**src/sv/ic2d_pkg.sv**
```systemverilog
package ic2d_pkg;

    // Item kinds on the input channel
    typedef enum logic [1:0] {
        KIND_COEF  = 2'd0,
        KIND_PIXEL = 2'd1,
        KIND_DRAIN = 2'd2
    } kind_t;

    localparam int PIX_W      = 8;
    localparam int COEF_W     = 16;
    localparam int PROD_W     = 24;
    localparam int SUM_W      = 32;
    localparam int POS_W      = 10;
    localparam int CFG_W      = 11;
    localparam int APB_DATA_W = 32;
    localparam int APB_ADDR_W = 3;

    // Register select is the word address bit of paddr
    localparam logic REG_FRAME_WIDTH  = 1'b0;
    localparam logic REG_FRAME_HEIGHT = 1'b1;

    localparam logic [CFG_W-1:0] RESET_FRAME_WIDTH  = 11'd640;
    localparam logic [CFG_W-1:0] RESET_FRAME_HEIGHT = 11'd480;

    typedef struct packed {
        logic load;    // capture a stream push and read the line memories
        logic retire;  // write the line memories and shift the window
    } win_ctrl_t;

    typedef struct packed {
        logic [POS_W-1:0] row;
        logic [POS_W-1:0] column;
        logic             last;
    } out_meta_t;

endpackage

```
**src/sv/ic2d_mac.sv**
```systemverilog
module ic2d_mac import ic2d_pkg::*; #(
    parameter int KERNEL_HEIGHT = 3,
    parameter int KERNEL_WIDTH  = 3
) (
    input  logic                                                  clk,
    input  logic                                                  rst_n,
    input  logic                                                  tap_valid,
    output logic                                                  tap_stall,
    input  logic [KERNEL_HEIGHT-1:0][KERNEL_WIDTH-1:0][PIX_W-1:0] taps,
    input  logic [KERNEL_HEIGHT*KERNEL_WIDTH-1:0][COEF_W-1:0]     coefs,
    input  logic [KERNEL_HEIGHT-1:0]                              row_ok,
    input  logic [KERNEL_WIDTH-1:0]                               col_ok,
    input  out_meta_t                                             meta,
    output logic                                                  result_valid,
    input  logic                                                  result_stall,
    output logic [POS_W-1:0]                                      out_row,
    output logic [POS_W-1:0]                                      out_column,
    output logic signed [SUM_W-1:0]                               weighted_sum,
    output logic                                                  last_of_frame
);

    localparam int RS_W = PROD_W + $clog2(KERNEL_WIDTH + 1);

    logic vld_a_reg, vld_b_reg, vld_c_reg;
    logic rdy_a, rdy_b, rdy_c;

    logic signed [PROD_W-1:0] prod_next [KERNEL_HEIGHT][KERNEL_WIDTH];
    logic signed [PROD_W-1:0] prod_reg  [KERNEL_HEIGHT][KERNEL_WIDTH];
    logic signed [RS_W-1:0]   rsum_next [KERNEL_HEIGHT];
    logic signed [RS_W-1:0]   rsum_reg  [KERNEL_HEIGHT];
    logic signed [SUM_W-1:0]  sum_next;
    logic signed [SUM_W-1:0]  sum_reg;
    out_meta_t                meta_a_reg, meta_b_reg, meta_c_reg;

    assign rdy_c     = !vld_c_reg || !result_stall;
    assign rdy_b     = !vld_b_reg || rdy_c;
    assign rdy_a     = !vld_a_reg || rdy_b;
    assign tap_stall = !rdy_a;

    // Tap (k, j) sits k rows and j pixels behind the newest pixel
    always_comb
    begin
        int kidx;
        for (int k = 0; k < KERNEL_HEIGHT; k++)
        begin
            for (int j = 0; j < KERNEL_WIDTH; j++)
            begin
                kidx = (KERNEL_HEIGHT - 1 - k) * KERNEL_WIDTH + (KERNEL_WIDTH - 1 - j);
                if (row_ok[KERNEL_HEIGHT-1-k] && col_ok[KERNEL_WIDTH-1-j])
                begin
                    prod_next[k][j] = PROD_W'(signed'(coefs[kidx]))
                                    * PROD_W'(signed'({1'b0, taps[k][j]}));
                end
                else
                begin
                    prod_next[k][j] = '0;
                end
            end
        end
    end

    always_comb
    begin
        for (int k = 0; k < KERNEL_HEIGHT; k++)
        begin
            rsum_next[k] = '0;
            for (int j = 0; j < KERNEL_WIDTH; j++)
            begin
                rsum_next[k] = rsum_next[k] + RS_W'(prod_reg[k][j]);
            end
        end
    end

    always_comb
    begin
        sum_next = '0;
        for (int k = 0; k < KERNEL_HEIGHT; k++)
        begin
            sum_next = sum_next + SUM_W'(rsum_reg[k]);
        end
    end

    always_ff @(posedge clk or negedge rst_n)
    begin
        if (!rst_n)
        begin
            vld_a_reg <= 1'b0;
            vld_b_reg <= 1'b0;
            vld_c_reg <= 1'b0;
        end
        else
        begin
            if (rdy_a)
            begin
                vld_a_reg <= tap_valid;
            end
            if (rdy_b)
            begin
                vld_b_reg <= vld_a_reg;
            end
            if (rdy_c)
            begin
                vld_c_reg <= vld_b_reg;
            end
        end
    end

    always_ff @(posedge clk)
    begin
        if (rdy_a && tap_valid)
        begin
            prod_reg   <= prod_next;
            meta_a_reg <= meta;
        end
        if (rdy_b && vld_a_reg)
        begin
            rsum_reg   <= rsum_next;
            meta_b_reg <= meta_a_reg;
        end
        if (rdy_c && vld_b_reg)
        begin
            sum_reg    <= sum_next;
            meta_c_reg <= meta_b_reg;
        end
    end

    assign result_valid  = vld_c_reg;
    assign out_row       = meta_c_reg.row;
    assign out_column    = meta_c_reg.column;
    assign last_of_frame = meta_c_reg.last;
    assign weighted_sum  = sum_reg;

endmodule

```
**config.mk**
```make
export PLATFORM = sky130hd
export DESIGN_NAME = ic2d_mac
export DESIGN_NICKNAME = d
export VERILOG_FILES = /design/src/sv/ic2d_pkg.sv /design/src/sv/ic2d_mac.sv
export SDC_FILE = /design/constraint.sdc
export NUM_CORES = 2
export LEC_CHECK = 0
export BUFFER_PORTS_ARGS = -buffer_cell sky130_fd_sc_hd__buf_4
export CORE_ASPECT_RATIO = 0.6
export CORE_MARGIN = 2
export CORE_UTILIZATION = 45
export DETAILED_ROUTE_END_ITERATION = 8
export HOLD_SLACK_MARGIN = 0.05
export PLACE_DENSITY_LB_ADDON = 0.05
export REMOVE_ABC_BUFFERS = 1
export SYNTH_ARGS = -nofsm -noshare
export SYNTH_HDL_FRONTEND = slang
export SYNTH_SLANG_ARGS = --single-unit
```
**constraint.sdc**
```tcl
create_clock -name clk -period 10.7 [get_ports clk]
set_clock_uncertainty 0.1 [all_clocks]
set_input_delay 2.14 -clock clk [delete_from_list [all_inputs] [get_ports clk]]
set_output_delay 2.14 -clock clk [all_outputs]
set_load 0.005 [all_outputs]
```
==> results.yml <==
synthesis:
  synth.yosys.seq_area_share_pct: 19.3
  synth-compound-area-share_pct: 7.94
  synth-adder-area-share_pct: 44.0
  yosys.area_share.simple_pct: 15.2
  ys_seq_elements: 388
  top_area_cell_type_share_of_the_netlist_area_pct: 33.2
  yosys-top-cells-area: "sky130_fd_sc_hd__fa_1 (33%), sky130_fd_sc_hd__edfxtp_1 (19%), sky130_fd_sc_hd__ha_1 (11%), sky130_fd_sc_hd__inv_1 (9.1%), sky130_fd_sc_hd__and2_1 (5.6%)"
  synth.yosys.warnings: 0
  ys_dominant_reg_cell: "sky130_fd_sc_hd__edfxtp_1"
  synth_cells: 6318
  async_reset_ff_share_pct: 0.773
  synthXorXnorAreaFrac_pct: 3.41
  post-synth-top-area-cell: "sky130_fd_sc_hd__fa_1"
  synth_edf_count: 385
  netlist-cell-type-count: 86
  netlist_area_mm2: 0.0604
  yosys-mux-area-fraction_pct: 0.166
  synth_top_family_by_area: "adder cells"
  average_cell_area_after_synthesis_um2: 9.55
global_route:
  groute.usage.overall_pct: 23.2
  first_pass_grt_wire_length_mm: 250
  antenna_found_initial: 3
  overflow: 0
  pin_count_of_the_biggest_net_entering_global_routing: 139
  via_count_of_the_first_global_routing_pass: 43183
die:
  design.die.area_mm2: 0.137
  coreArea_mm2: 0.134
  rows: 104
  dieHeight_um: 288
  io_pins: 302
  chipWidth_um: 477
  initial_utilization_pct: 45.2
setup_path:
  slowest_delay_ps: 550
  worst_path_dominant_cell_family: "adder cells"
  r2r_slack_ps: 6560
  number_of_buffer_and_inverter_instances_along_the_worst_setup_path: 4
  slowest_stage: "sky130_fd_sc_hd__fa_1"
  setup.worst_path.class: "input pin to register"
  crit_path_end: "prod_reg[119]$_SDFFCE_PN0P_"
  arrival_ps: 6900
  critical-path-top-cell-by-count: "sky130_fd_sc_hd__fa_1"
  timing.critical_path.cells: "buf_4, nand2_1, fa_1, inv_1, fa_1, fa_1, inv_1, fa_1, inv_1, ha_1, or3_1, nor3_1, o21ai_0, a311oi_1, o21ai_0, xnor2_1, nor2_1"
  regToRegStartpoint: "prod_reg[1]$_SDFFCE_PN0P_"
  reg2reg_depth: 11
  worst-path-stages: 17
  worstPathRequired_ps: 10900
  end_kind: "register"
  reg2reg_to: "rsum_reg[23]$_DFFE_PP_"
  worst-path-max-fanout: 16
  setup.worst_path.start: "taps[32]"
  crit_path_start_kind: "input pin"
clocking:
  tritoncts: "built"
  clk-insertion-delay-late_ps: 590
  postCtsHoldBufs: 0
  tritoncts_num_sinks: 388
  numCtsBuffers: 41
  clk_pin_slew_worst_setup_hold_paths_ps: 60
  clk_path_buf_depth: 3
  root_buffer: "sky130_fd_sc_hd__clkbuf_16"
  clock_tree.htree_level_count: 2
  cts_resized: 0
  post-cts-setup-buffers: 0
timing:
  max_slew_margin_pct: 32.7
  hold_slack_ps: 310
  min_period_over_period_pct: 62.6
  fin_setup_tns_ps: 0
  fmaxAchievable_mhz: 149
  final-max-slew-violation-count: 0
  finalWorstSetupSlack_ps: 4000
  min_period_ps: 6700
  grt_setup_unrepaired: "no"
  finalSetupViolations: 0
  max_slew.worst_pin.slew_ps: 1010
  hold_viol: 0
place:
  detailedPlacementHpwl_mm: 132
  port_buffers: 301
  dp_slack_ps: 3440
  placed_insts: 8298
  gp_congestion: 0.891
final_layout:
  area.growth.synth_to_final_pct: 8.96
  filler_free_cell_count_of_the_finished_design: 8374
  layout.cells.most_common_list: "sky130_fd_sc_hd__inv_1 (1471), sky130_fd_sc_hd__fa_1 (1002), sky130_fd_sc_hd__nand2_1 (734)"
  fill_cells: 12769
  layout.cells.most_common: "sky130_fd_sc_hd__inv_1"
  largest_reg_flops: 216
  final_net_count: 8309
  drive_gt1_share_pct: 6.36
pwr:
  post-layout-total-power_mw: 19.5
  power-per-cell-area_mw_per_mm2: 296
  static-leakage-power_nw: 32.6
  vdd_drop_max_mv: 0.200
job:
  timing.max_cap.violations: 0
drt:
  final_antenna_net_count: 0
  route.vias.total: 42795
  post_drt_wl_per_cell_um: 18.7
  finalWirelength_mm: 157
  drt-vias-per-instance: 5.11
  drtPass1Iterations: 6
  drc: 0
  drc_marker_count_from_the_first_detailed_route_iteration: 2982
worst_hold_path:
  hold_path_class: "register to register"
status:
  outcome: "finished clean"
-- logic make-up (layout without fill, tap and decap cells) --
kind of cell	count (synthesis)	after routing
buf+inv	1599	1851
mux	10	10
other cells	0	2
flops	388	388
xor+xnor	235	235
compound gates	699	699
simple gates	1864	1864
fa+ha+maj	1523	1523
-- layout make-up --
type                            instances  area, µm²  area share [%]
Antenna cell                            2       5.00         0.00761
Clock buffer                           44       1040            1.58
Clock inverter                         30        283           0.430
Inverter                             1471       5520            8.40
Multi-Input combinational cell       4331      42700            65.0
Sequential cell                       388      11600            17.7
Tap cell                             1802       2250            3.43
Timing Repair Buffer                  306       2310            3.51
-- how the worst min path moves through the flow --
stage / start / slack [ps] / endpoint / cells past startpoint
CTS: meta_a_reg[12]$_DFFE_PP_ / 310 / meta_b_reg[12]$_DFFE_PP_ / 0
global route: meta_a_reg[19]$_DFFE_PP_ / 320 / meta_b_reg[19]$_DFFE_PP_ / 0
global placement: meta_a_reg[11]$_DFFE_PP_ / 300 / meta_b_reg[11]$_DFFE_PP_ / 0
detailed placement: meta_a_reg[11]$_DFFE_PP_ / 300 / meta_b_reg[11]$_DFFE_PP_ / 0
floorplan: meta_b_reg[0]$_DFFE_PP_ / 300 / last_of_frame$_DFFE_PP_ / 0
finish: meta_a_reg[19]$_DFFE_PP_ / 310 / meta_b_reg[19]$_DFFE_PP_ / 0
-- cells in the mapped netlist (all sizes together) (10+ instances only) --
| library cell | number |
|---|---|
| o211ai | 27 |
| nand2b | 27 |
| o21ai | 118 |
| o31a | 11 |
| mux2i | 10 |
| fa | 1002 |
| a21o | 106 |
| a41oi | 13 |
| a221oi | 12 |
| or3 | 13 |
| clkbuf | 119 |
| a211oi | 38 |
| nor4 | 10 |
| o21bai | 31 |
| a21oi | 177 |
| nor2 | 244 |
| xor2 | 84 |
| and3 | 72 |
| or2 | 12 |
| nor2b | 21 |
| inv | 1471 |
| xnor2 | 151 |
| nand3 | 51 |
| nor3b | 19 |
| nand2 | 734 |
| o21a | 48 |
| o31ai | 18 |
| and2 | 537 |
| nand4 | 24 |
| a31oi | 22 |
| edfxtp | 385 |
| ha | 521 |
| nor3 | 63 |
-- stage by stage --
stage | cell area [µm²] | utilization, %
2_1_floorplan | 59900 | -
3_3_place_gp | 64400 | 48.2
3_5_place_dp | 64400 | 48.2
4_1_cts | 65800 | 49.2
5_1_grt | 65800 | 49.2
6_report | 65800 | 49.2
-- report_power, final --
group	internal [mW]	leakage, nW	switching [mW]
Sequential	2.64	3.84	0.456
Combinational	6.01	28.2	8.90
Clock	0.807	0.633	0.659
-- per-layer routing --
metal	vias up	wire [µm]	global-route usage [%]
li1	20200	-	-
met1	21411	82400	38.3
met2	1100	60000	30.9
met3	84	12700	5.64
met4	0	1500	2.55
met5	-	0	0
No activity file was read; power rests on OpenSTA's default activity.
